`config.mk`:
```
export PLATFORM = sky130hd
export DESIGN_NAME = read_write_reorder_request_queue_core
export DESIGN_NICKNAME = d
export VERILOG_FILES = /design/src/hw/rtl/rwrq_pkg.sv /design/src/hw/rtl/rwrq_cell.sv /design/src/hw/rtl/read_write_reorder_request_queue_core.sv
export VERILOG_INCLUDE_DIRS = /design/src /design/src/hw/rtl
export SDC_FILE = /design/constraint.sdc
export NUM_CORES = 2
export LEC_CHECK = 0
export ABC_AREA = 0
export BUFFER_PORTS_ARGS = -buffer_cell sky130_fd_sc_hd__buf_4
export CORE_MARGIN = 4
export CORE_UTILIZATION = 55
export CTS_BUF_LIST = sky130_fd_sc_hd__clkbuf_2
export DETAILED_ROUTE_END_ITERATION = 6
export PLACE_DENSITY = 0.73
export SYNTH_ARGS = -nofsm -noshare
export SYNTH_HDL_FRONTEND = slang
export SYNTH_HIERARCHICAL = 1
export SYNTH_SLANG_ARGS = --single-unit
```
`constraint.sdc`:
```
create_clock -name clk -period 5.35 [get_ports clk]
set_input_delay 0.2675 -clock clk [delete_from_list [all_inputs] [get_ports clk]]
set_output_delay 0.2675 -clock clk [all_outputs]
set_load 0.05 [all_outputs]
```
`src/hw/rtl/read_write_reorder_request_queue_core_defines.svh`:
```
// Assertion macros shared by the request queue RTL.
// Each macro expands to one labeled concurrent assertion clocked on clk, disabled in rst.
`ifndef READ_WRITE_REORDER_REQUEST_QUEUE_CORE_DEFINES_SVH
`define READ_WRITE_REORDER_REQUEST_QUEUE_CORE_DEFINES_SVH

// Same-cycle implication
`define RWRQ_ASSERT_NOW(lbl, ante, cons, msg) \
  lbl: assert property (@(posedge clk) disable iff (rst) (ante) |-> (cons)) \
    else $error(msg);

// Next-cycle implication
`define RWRQ_ASSERT_NEXT(lbl, ante, cons, msg) \
  lbl: assert property (@(posedge clk) disable iff (rst) (ante) |=> (cons)) \
    else $error(msg);

`endif

```
`src/hw/rtl/rwrq_pkg.sv`:
```
// Types and constants of the read/write reorder request queue.
// No dependencies; used by rwrq_cell and the top level.
`timescale 1ns / 1ps
`default_nettype none

package rwrq_pkg;

  // Request operation codes
  localparam logic [1:0] OP_READ  = 2'd0;
  localparam logic [1:0] OP_WRITE = 2'd1;

  // Request kinds carried on s_tuser
  localparam logic REQ_ENQUEUE = 1'b0;
  localparam logic REQ_DEQUEUE = 1'b1;

  // Policy level that turns on read/write reordering
  localparam logic [1:0] POLICY_REORDER = 2'd3;

  localparam int IN_DATA_W  = 40;
  localparam int OUT_DATA_W = 40;
  localparam int OCC_W      = 5;

  // One queued request
  typedef struct packed {
    logic [1:0]  op;
    logic [2:0]  bgroup;
    logic [1:0]  bank;
    logic [15:0] row;
    logic [5:0]  col_upper;
    logic [3:0]  col_lower;
  } entry_t;

  // What a cell does at the next edge
  typedef enum logic [1:0] {
    CELL_HOLD,
    CELL_LOAD,
    CELL_SHIFT_UP,
    CELL_SHIFT_DOWN
  } cell_act_t;

  typedef struct packed {
    cell_act_t act;
  } cell_ctrl_t;

  // Request broadcast to every cell for the partner search
  typedef struct packed {
    entry_t     req;
    logic [1:0] want_op;
  } cmp_req_t;

  typedef enum logic {
    ST_IDLE,
    ST_EXEC
  } state_t;

endpackage

`default_nettype wire

```
`src/hw/rtl/rwrq_cell.sv`:
```
// One queue slot: holds an entry, shifts with its neighbors and flags a reorder partner.
// Depends on rwrq_pkg.
`timescale 1ns / 1ps
`default_nettype none

module rwrq_cell
  import rwrq_pkg::*;
(
  input  wire logic       clk,
  input  wire cell_ctrl_t ctrl,
  input  wire entry_t     new_entry,
  input  wire entry_t     lower_entry,
  input  wire entry_t     upper_entry,
  input  wire cmp_req_t   cmp,
  input  wire logic       valid,
  output entry_t          entry,
  output logic            match
);

  // Load, shift or hold the slot contents
  always_ff @(posedge clk) begin
    case (ctrl.act)
      CELL_LOAD:       entry <= new_entry;
      CELL_SHIFT_UP:   entry <= lower_entry;
      CELL_SHIFT_DOWN: entry <= upper_entry;
      default:         entry <= entry;
    endcase
  end

  // Partner: wanted op, same bank group and bank, different address
  always_comb begin
    match = valid && (entry.op == cmp.want_op) &&
            (entry.bgroup == cmp.req.bgroup) &&
            (entry.bank == cmp.req.bank) &&
            ((entry.row != cmp.req.row) || (entry.col_upper != cmp.req.col_upper) ||
             (entry.col_lower != cmp.req.col_lower));
  end

endmodule

`default_nettype wire

```
`src/hw/rtl/read_write_reorder_request_queue_core.sv`:
```
// Top level of the read/write reorder request queue: control FSM and a chain of slot cells.
// Depends on rwrq_pkg, rwrq_cell and read_write_reorder_request_queue_core_defines.svh.
//
//  channel  | signals                        | carries
//  ---------+--------------------------------+-------------------------------------
//  s_       | s_tvalid s_tready s_tdata/user | enqueue or dequeue request
//  m_       | m_tvalid m_tready m_tdata      | one result per request
//  config   | policy_level_we/_wdata         | policy level, write only
//
// In ST_IDLE the accept registers the per-cell partner compare; in ST_EXEC the item
// finds the first partner and shifts the cell chain.
// The output register holds a result until taken; ST_EXEC waits while it is full.
// rst clears the count, FSM, output valid and policy; slot contents are not cleared.
`timescale 1ns / 1ps
`default_nettype none

`include "read_write_reorder_request_queue_core_defines.svh"

module read_write_reorder_request_queue_core
  import rwrq_pkg::*;
#(
  parameter int QUEUE_DEPTH = 16
) (
  input  wire logic                  clk,
  input  wire logic                  rst,
  input  wire logic                  policy_level_we,
  input  wire logic [1:0]            policy_level_wdata,
  input  wire logic                  s_tvalid,
  output logic                       s_tready,
  // [1:0] request_op, [4:2] bgroup, [6:5] bank_index, [22:7] row_address,
  // [28:23] column_upper, [32:29] column_lower, [39:33] zero
  input  wire logic [IN_DATA_W-1:0]  s_tdata,
  // [0] req_type
  input  wire logic                  s_tuser,
  output logic                       m_tvalid,
  input  wire logic                  m_tready,
  // [0] accepted, [1] head_valid, [3:2] head_op, [6:4] head_bgroup, [8:7] head_bank,
  // [24:9] head_row, [30:25] head_column_upper, [34:31] head_column_lower, [39:35] occupancy
  output logic [OUT_DATA_W-1:0]      m_tdata
);

  localparam int IW = $clog2(QUEUE_DEPTH);
  localparam int CW = $clog2(QUEUE_DEPTH + 1);
  localparam logic [CW-1:0] DEPTH_CNT = CW'(QUEUE_DEPTH);

  state_t state, state_next;
  logic   commit;

  logic [1:0]  policy;
  logic [CW-1:0] count, count_next;

  // Captured item
  logic       req_is_deq;
  entry_t     req_entry;
  logic [QUEUE_DEPTH-1:0] hit;

  // Output register
  logic         out_accepted;
  logic         out_head_valid;
  entry_t       out_head;
  logic [OCC_W-1:0] out_occ;

  // Chain wiring
  entry_t     cell_entry [QUEUE_DEPTH];
  cell_ctrl_t cell_ctrl  [QUEUE_DEPTH];
  logic [QUEUE_DEPTH-1:0] cell_match;
  logic [QUEUE_DEPTH-1:0] cell_valid;

  entry_t   in_entry;
  cmp_req_t cmp;
  logic     reorder_en;
  logic     queue_full;
  logic     hit_found;
  logic [IW-1:0] hit_idx;
  logic [CW-1:0] ins_pos;

  // Unpack the incoming request
  always_comb begin
    in_entry.op         = s_tdata[1:0];
    in_entry.bgroup     = s_tdata[4:2];
    in_entry.bank       = s_tdata[6:5];
    in_entry.row        = s_tdata[22:7];
    in_entry.col_upper  = s_tdata[28:23];
    in_entry.col_lower  = s_tdata[32:29];
    cmp.req             = in_entry;
    cmp.want_op         = (in_entry.op == OP_WRITE) ? OP_READ : OP_WRITE;
    reorder_en = (policy == POLICY_REORDER) && (s_tuser == REQ_ENQUEUE) &&
                 ((in_entry.op == OP_READ) || (in_entry.op == OP_WRITE));
  end

  // Policy register
  always_ff @(posedge clk) begin
    if (rst) begin
      policy <= '0;
    end else if (policy_level_we) begin
      policy <= policy_level_wdata;
    end
  end

  // State register
  always_ff @(posedge clk) begin
    if (rst) begin
      state <= ST_IDLE;
    end else begin
      state <= state_next;
    end
  end

  // Next state and handshake
  always_comb begin
    state_next = state;
    s_tready   = 1'b0;
    commit     = 1'b0;
    case (state)
      ST_IDLE: begin
        s_tready = 1'b1;
        if (s_tvalid) begin
          state_next = ST_EXEC;
        end
      end
      ST_EXEC: begin
        if (!m_tvalid || m_tready) begin
          commit     = 1'b1;
          state_next = ST_IDLE;
        end
      end
      default: state_next = ST_IDLE;
    endcase
  end

  // Capture the item and the registered partner hits
  always_ff @(posedge clk) begin
    if (s_tvalid && s_tready) begin
      req_is_deq <= s_tuser;
      req_entry  <= in_entry;
      hit        <= cell_match & {QUEUE_DEPTH{reorder_en}};
    end
  end

  // Find the first partner and the insert position
  always_comb begin
    hit_found = 1'b0;
    hit_idx   = '0;
    for (int i = QUEUE_DEPTH - 1; i >= 0; i--) begin
      if (hit[i]) begin
        hit_found = 1'b1;
        hit_idx   = IW'(i);
      end
    end
    if (!hit_found) begin
      ins_pos = count;
    end else if (req_entry.op == OP_WRITE) begin
      ins_pos = CW'(hit_idx) + CW'(1);
    end else begin
      ins_pos = CW'(hit_idx);
    end
  end

  assign queue_full = (count == DEPTH_CNT);

  // Per-cell action
  always_comb begin
    for (int i = 0; i < QUEUE_DEPTH; i++) begin
      cell_ctrl[i].act = CELL_HOLD;
      if (commit && !req_is_deq && !queue_full) begin
        if (CW'(i) == ins_pos) begin
          cell_ctrl[i].act = CELL_LOAD;
        end else if (CW'(i) > ins_pos) begin
          cell_ctrl[i].act = CELL_SHIFT_UP;
        end
      end else if (commit && req_is_deq && (count != '0)) begin
        cell_ctrl[i].act = CELL_SHIFT_DOWN;
      end
    end
  end

  // Count after this item
  always_comb begin
    count_next = count;
    if (!req_is_deq && !queue_full) begin
      count_next = count + CW'(1);
    end else if (req_is_deq && (count != '0)) begin
      count_next = count - CW'(1);
    end
  end

  always_ff @(posedge clk) begin
    if (rst) begin
      count <= '0;
    end else if (commit) begin
      count <= count_next;
    end
  end

  // Output register: load on commit, drop when taken
  always_ff @(posedge clk) begin
    if (rst) begin
      m_tvalid <= 1'b0;
    end else if (commit) begin
      m_tvalid <= 1'b1;
    end else if (m_tready) begin
      m_tvalid <= 1'b0;
    end
  end

  always_ff @(posedge clk) begin
    if (commit) begin
      out_accepted   <= !req_is_deq && !queue_full;
      out_head_valid <= req_is_deq && (count != '0);
      out_head       <= (req_is_deq && (count != '0)) ? cell_entry[0] : '0;
      out_occ        <= OCC_W'(count_next);
    end
  end

  assign m_tdata = {out_occ, out_head.col_lower, out_head.col_upper, out_head.row,
                    out_head.bank, out_head.bgroup, out_head.op,
                    out_head_valid, out_accepted};

  // Chain of slot cells
  for (genvar g = 0; g < QUEUE_DEPTH; g++) begin : g_cell
    entry_t lower, upper;
    if (g == 0) begin : g_first
      assign lower = cell_entry[g];
    end else begin : g_mid_lo
      assign lower = cell_entry[g-1];
    end
    if (g == QUEUE_DEPTH - 1) begin : g_last
      assign upper = cell_entry[g];
    end else begin : g_mid_hi
      assign upper = cell_entry[g+1];
    end
    assign cell_valid[g] = (CW'(g) < count);

    rwrq_cell u_cell (
      .clk         (clk),
      .ctrl        (cell_ctrl[g]),
      .new_entry   (req_entry),
      .lower_entry (lower),
      .upper_entry (upper),
      .cmp         (cmp),
      .valid       (cell_valid[g]),
      .entry       (cell_entry[g]),
      .match       (cell_match[g])
    );
  end

  // Checks
  `RWRQ_ASSERT_NOW(a_count_bound, 1'b1, count <= DEPTH_CNT, "count above queue depth")
  `RWRQ_ASSERT_NOW(a_hit_needs_reorder, (state == ST_EXEC) && (hit != '0),
                   !req_is_deq && ((req_entry.op == OP_READ) || (req_entry.op == OP_WRITE)),
                   "partner hit on a request that never reorders")
  `RWRQ_ASSERT_NEXT(a_enq_grows, commit && !req_is_deq && !queue_full,
                    count == $past(count) + CW'(1), "accepted enqueue did not grow count")
  `RWRQ_ASSERT_NEXT(a_deq_head, commit && req_is_deq && (count != '0),
                    m_tvalid && (out_head == $past(cell_entry[0])),
                    "dequeue result is not the old head")

endmodule

`default_nettype wire
```
# [Word-level counts from Yosys, hierarchy flattened]
# Cells that the tools add are included.
[classes] add_sub_neg=3 order_cmp=32 eq_ne=161 muxes=110 bitwise=3 n_reduce_logical=130
[op_table] operator="33-bit case mux with 3 select lines" n=14
[op_table] operator="16-bit inequality test" n=16
[op_table] operator="33-bit case mux with 2 select lines" n=2
[op_table] operator="2-bit 2-to-1 mux" n=49
[op_table] operator="6-bit inequality test" n=16
[op_table] operator="1-bit logical AND" n=73
[op_table] operator="4-bit 2-to-1 mux" n=16
[op_table] operator="4-bit inequality test" n=16
[op_table] operator="2-bit equality test, second input constant" n=31
[op_table] operator="3-bit equality test" n=16
[op_table] operator="3-bit nonzero test" n=14
[op_table] operator="4-bit by 5-bit equality test with 1-bit output, first input constant" n=8
[op_table] operator="4-bit by 5-bit > comparator with 1-bit output, first input constant" n=8
[op_table] operator="4-bit by 5-bit < comparator with 1-bit output, first input constant" n=8
[op_table] operator="2-bit by 1-bit equality test with 1-bit output, second input constant" n=18
[op_table] operator="1-bit logical OR" n=34
[op_table] operator="2-bit by 1-bit equality test with 1-bit output" n=16
[op_table] operator="2-bit equality test" n=16
[op_table] operator="1-bit 2-to-1 mux" n=24
[op_table] operator="3-bit by 5-bit equality test with 1-bit output, first input constant" n=4
[op_table] operator="3-bit by 5-bit > comparator with 1-bit output, first input constant" n=4
[op_table] operator="3-bit by 5-bit < comparator with 1-bit output, first input constant" n=4
[op_table] operator="5-bit 2-to-1 mux" n=4
[op_table] operator="16-bit bitwise AND" n=1
[op_table] operator="17 further kinds" n=27
[word_totals] register_bits=627 in_bits=48 output_inout_bits=42 elab_cells=556

# [Longest topological paths before layout]
[depth] word_depth=25 mapped_depth=17 mapped_depth_nobuf=13

# [Cells and area by module]
# The synthesis kept the hierarchy.
[by_module_without_submodules] mod="rwrq_cell" instances=16 cells_each=189 area_each_um2=2065.7 seq_area_each_um2=991.0
[by_module_without_submodules] mod="read_write_reorder_request_queue_core" instances=1 cells_each=371 area_each_um2=4530.6 seq_area_each_um2=2882.8

# [Least setup slack after synthesis]
# No wires, ideal clock.
[synth_path] path_type="flip-flop to flip-flop" from="register m_tvalid" to="register g_cell[13].u_cell/entry[0] (netlist name) (enable)" setup_time_ns=0.375 t_arrival_ns=4.047 setup_slack_ns=0.928 stages_incl_launch_ff=10 n_path_buf=3 path_cell_list="dfxtp_1 > nand2b_1 > and2_1 > clkbuf_1 > nand2_1 > or4_4 > o31ai_1 > buf_6 > buf_8 > or2_2"
[synth_lines] item="start, declared" line_no="read_write_reorder_request_queue_core.sv:35" text="output logic m_tvalid,"
[synth_lines] item="start signal, assigned" line_no="read_write_reorder_request_queue_core.sv:198" text="m_tvalid <= 1'b0;"
[synth_lines] item="start signal, assigned" line_no="read_write_reorder_request_queue_core.sv:200" text="m_tvalid <= 1'b1;"
[synth_lines] item="start signal, assigned" line_no="read_write_reorder_request_queue_core.sv:202" text="m_tvalid <= 1'b0;"
[synth_lines] item="end signal, assigned" line_no="rwrq_cell.sv:23" text="CELL_LOAD: entry <= new_entry;"
[synth_lines] item="end signal, assigned" line_no="rwrq_cell.sv:24" text="CELL_SHIFT_UP: entry <= lower_entry;"
[synth_lines] item="end signal, assigned" line_no="rwrq_cell.sv:25" text="CELL_SHIFT_DOWN: entry <= upper_entry;"
[synth_lines] item="end, declared" line_no="rwrq_cell.sv:16" text="output entry_t entry,"

==> summary.md <==
| Metric | Value |
|---|---|
| CTS H-Tree Depth | 4 |
| DIE WIDTH | 269 µm |
| Unrepaired setup endpoints after global routing | false |
| Crit-path leading delay family | compound AO/OA/AOI/OAI gates |
| Clock skew | 0.0704 ns |
| Simple-gate portion of the synthesized area | 10.4% |
| Syn. warnings | 6 |
| Achievable Freq | 0.213 GHz |
| Initial core utilization | 55.8% |
| Total Negative Setup Slacks | 0 ns |
| Clk slew on worst S/H paths | 0.09 ns |
| Final nets | between 3,000 and 4,000 |
| Gr busiest metal | met2 |
| Clock sinks | 627 |
| Register area share after synthesis | 49.9% |
| Vias in the first global route | 27,413 |
| Post-route ant nets | 0 |
| Total global-route track usage | 25.8% |
| DR vias | 26,286 |
| Post-Synthesis Cells | 3,395 |
| Status | finished clean |
| Worst-path fanout max | 21 |
| Syn_area_per_cell | 11.1 µm² |
| # rows | 95 |
| Worst Path Arrival | 5.76 ns |
| Final Hold Viols | 0 |
| #FFs+latches synth | 627 |
| Vias per cell | between 5 and 6 |
| EDFF count, synth | 618 |
| Worst-Margin Slew | 1.21 ns |
| CP Launch Point | hit[5]$_DFFE_PP_ |
| CORE AREA | around 67,000 µm² |
| Post-route clock period utilization | 87.7% |
| Root buffer cell | clkbuf_2 |
| Hold path startpoint | s_tdata[0] |
| GR Layer Usage met3 | 4.58% |
| Leak | 12.8 nW |
| M1 GR Usage | 30.0% |
| Layout cells sized above 1 | 12.2% |
| Remaining DRCs | 0 |
| Max cap viols | 0 |
| Die Area | 72,600 µm² |
| Post-CTS setup buffer count | 0 |
| Fill cells | 5,477 |
| Die Span Y | 269 µm |
| IO Port Bufs | 82 |
| WP buf/inv | 1 |
| Primary FF master, synth | edfxtp_1 |
| Total power | 0.0123 W |
| RD Place Congestion | 0.883 |
| Clock Latency Late Sink | between 1 and 1.5 ns |
| Post_cts resized | 0 |
| Multiplexer share of the synthesized area | 14.2% |
| Setup CP Type | register to register |
| Ys async rst share | 0% |
| XOR/XNOR Fraction of Synth Area | around 12% |
| Min-delay worst type | input port to register |
| Data required, critical path | around 6.4 ns |
| GR Overflow Total | 0 |
| First-pass GRT wire length | roughly 150 mm |
| Largest family of logic cells by synthesized area | multiplexers |
| Layout area overhead | 8.95% |
| CP max stage cell | o21ai_4 |
| Initial antenna violation count | 2 |
| CP startpoint kind | register |
| Post-Syn Area | 37,600 µm² |
| Detail Placement HPWL | 69.5 mm |
| Slowest cell delay on critical path | 0.67 ns |
| CTS tree | yes |
| Post-CTS Hold Fix Bufs | 83 |
| Worst slew margin | 18.5% |
| Met2 usage | between 40% and 50% |
| Wirelength, routed | 96.5 mm |
| Adder-cell share of the synthesized area | 0.133% |
| Worst R2R Start | hit[5]$_DFFE_PP_ |
| Slew Limit Fails | 0 |
| I/O pin cnt | 90 |
| Initial DRT Pass Iterations | 6 |
| Critical-path cell list | or3_1 > o21ai_0 > nand2_1 > ha_1 > and2_1 > a32o_1 > a221o_1 > a211oi_1 > nand3_1 > o21ai_4 > buf_12 > mux2i_1 > a21oi_1 |
| Pin count of the biggest net entering global routing | slightly below 70 |
| Final setup fails | 0 |
| WL/cell | 21.0 µm |
| Power Density | 299 nW/µm² |
| Crit. End Element | register |
| Highest ir drop seen on vdd | roughly 0.19 mV |
| Crit path time final | between 4 and 5 ns |
| Total CTS buffers | 166 |
| Drt first-iter violations | 1,780 |
| Synth Area in Compound Gates | 8.73% |
| Clock Path Buffers | 3 |
| Distinct cells, synth | 57 |
==> final timing paths <==
check,slack (ns),endpoint,depth (start not counted)
worst min-delay path,0.20,req_entry[31]$_DFFE_PP_,3
worst min register to register,0.52,m_tvalid$_SDFFE_PP0P_,2
worst max-delay path,0.66,g_cell[10].u_cell/entry[15]$_DFFE_PP_,13
worst max register to register,0.66,g_cell[10].u_cell/entry[15]$_DFFE_PP_,13
==> tightest hold or removal path, stage by stage <==
cell	delay, ns
dlygate4sd3_1	0.53
buf_4	0.11
dlygate4sd3_1	0.54
==> where the power goes <==
group	internal [W]	switching [W]	total, W	leakage [nW]
Clock	0.00128	0.00202	0.00330	1.10
Sequential	0.00605	0.000498	0.00655	5.81
Combinational	0.000991	0.00142	0.00241	5.94
Total	0.00832	0.00393	0.0123	12.8
==> through the flow <==
step | setup slack [ns] | hold WS [ns] | util [%] | instance area, µm² | std cells
4_1_cts | 0.652 | 0.0368 | 60.7 | 40900 | 4580
5_1_grt | 0.326 | 0.113 | 60.7 | 40900 | 4583
3_5_place_dp | 0.681 | 0.462 | 57.4 | 38700 | 4222
3_3_place_gp | 0.829 | 0.460 | 57.4 | 38700 | 4222
2_1_floorplan | 0.928 | 0.366 | - | 37600 | 3410
6_report | 0.658 | 0.196 | 60.8 | 40900 | 4585
==> layout by cell type, fill, tap and decap left out, types with 5 or more instances in the layout <==
cell           netlist  routed
a21o_1               5       5
inv_1               10       9
mux2i_1            533     533
clkbuf_2             0     238
clkinv_1             0      21
xnor2_1            531     531
o31ai_4              0      12
diode_2              0       5
o21ai_4              0      13
a21oi_1            534     534
or2_2               19      19
nand4_1            128     128
nand2b_1             6       6
nor2_1             554     554
nor4_1              22      22
dlygate4sd3_1        0      83
conb_1               1      16
edfxtp_1           618     618
o21ai_0             23      11
and2_1              52      51
inv_2                0       8
dfxtp_1              9       9
nor3_1              22      22
nand2_1             37      33
buf_12               0       8
a211oi_1            18      18
buf_4                2     134
==> cell type report <==
cell class	count	area, µm²	area share [%]
timing repair buffer	225	2000	4.88
antenna	5	12.5	0.0306
clock inverter	37	215	0.526
tap	873	1090	2.67
multi-input combinational	2570	17700	43.1
inverter	10	37.5	0.0917
clock buffer	238	1190	2.91
sequential	627	18700	45.8
==> routing by layer <==
| metal | wire length, µm | up-vias |
|---|---|---|
| met3 | 4640 | 212 |
| met4 | 2860 | 0 |
| li1 | - | 12786 |
| met1 | 38400 | 12535 |
| met5 | 0 | - |
| met2 | 50500 | 753 |
==> registers in the layout, indices dropped and copies added, names as in the netlist, 2 cells and up <==
register and cells:
hit 16, count 5, m_tdata 33, policy 2
out_occ 5, g_cell.u_cell/entry 528, req_entry 33
==> cell usage after synthesis, drive strengths merged, types with 2 or more instances <==
cell type / count / share of area [%]
o21ai: 26 / 0.37
and2: 52 / 0.87
nand2b: 6 / 0.10
dfxtp: 9 / 0.48
xor2: 3 / 0.070
or3: 2 / 0.033
o211ai: 3 / 0.060
nor3: 22 / 0.29
xnor2: 531 / 12
nand2: 37 / 0.37
o21bai: 3 / 0.060
edfxtp: 618 / 49
inv: 10 / 0.10
a221oi: 3 / 0.070
o31ai: 15 / 0.33
nor2b: 3 / 0.050
a211oi: 18 / 0.36
nand3b: 2 / 0.040
a21o: 5 / 0.10
clkbuf: 66 / 0.66
nor3b: 3 / 0.060
nor2: 554 / 5.5
ha: 4 / 0.13
nand4: 128 / 2.1
mux2i: 533 / 14
or2: 20 / 0.33
a21oi: 534 / 7.1
nand3: 4 / 0.053
buf: 137 / 3.4
or4: 5 / 0.11
nor4: 23 / 0.42
==> cells by family after synthesis <==
family,count (synthesis)
simple gates,863
buf+inv,213
flops,627
other cells,1
xor+xnor,534
compound gates,619
fa+ha+maj,4
mux,534
Power figures use the tool's default switching activity.
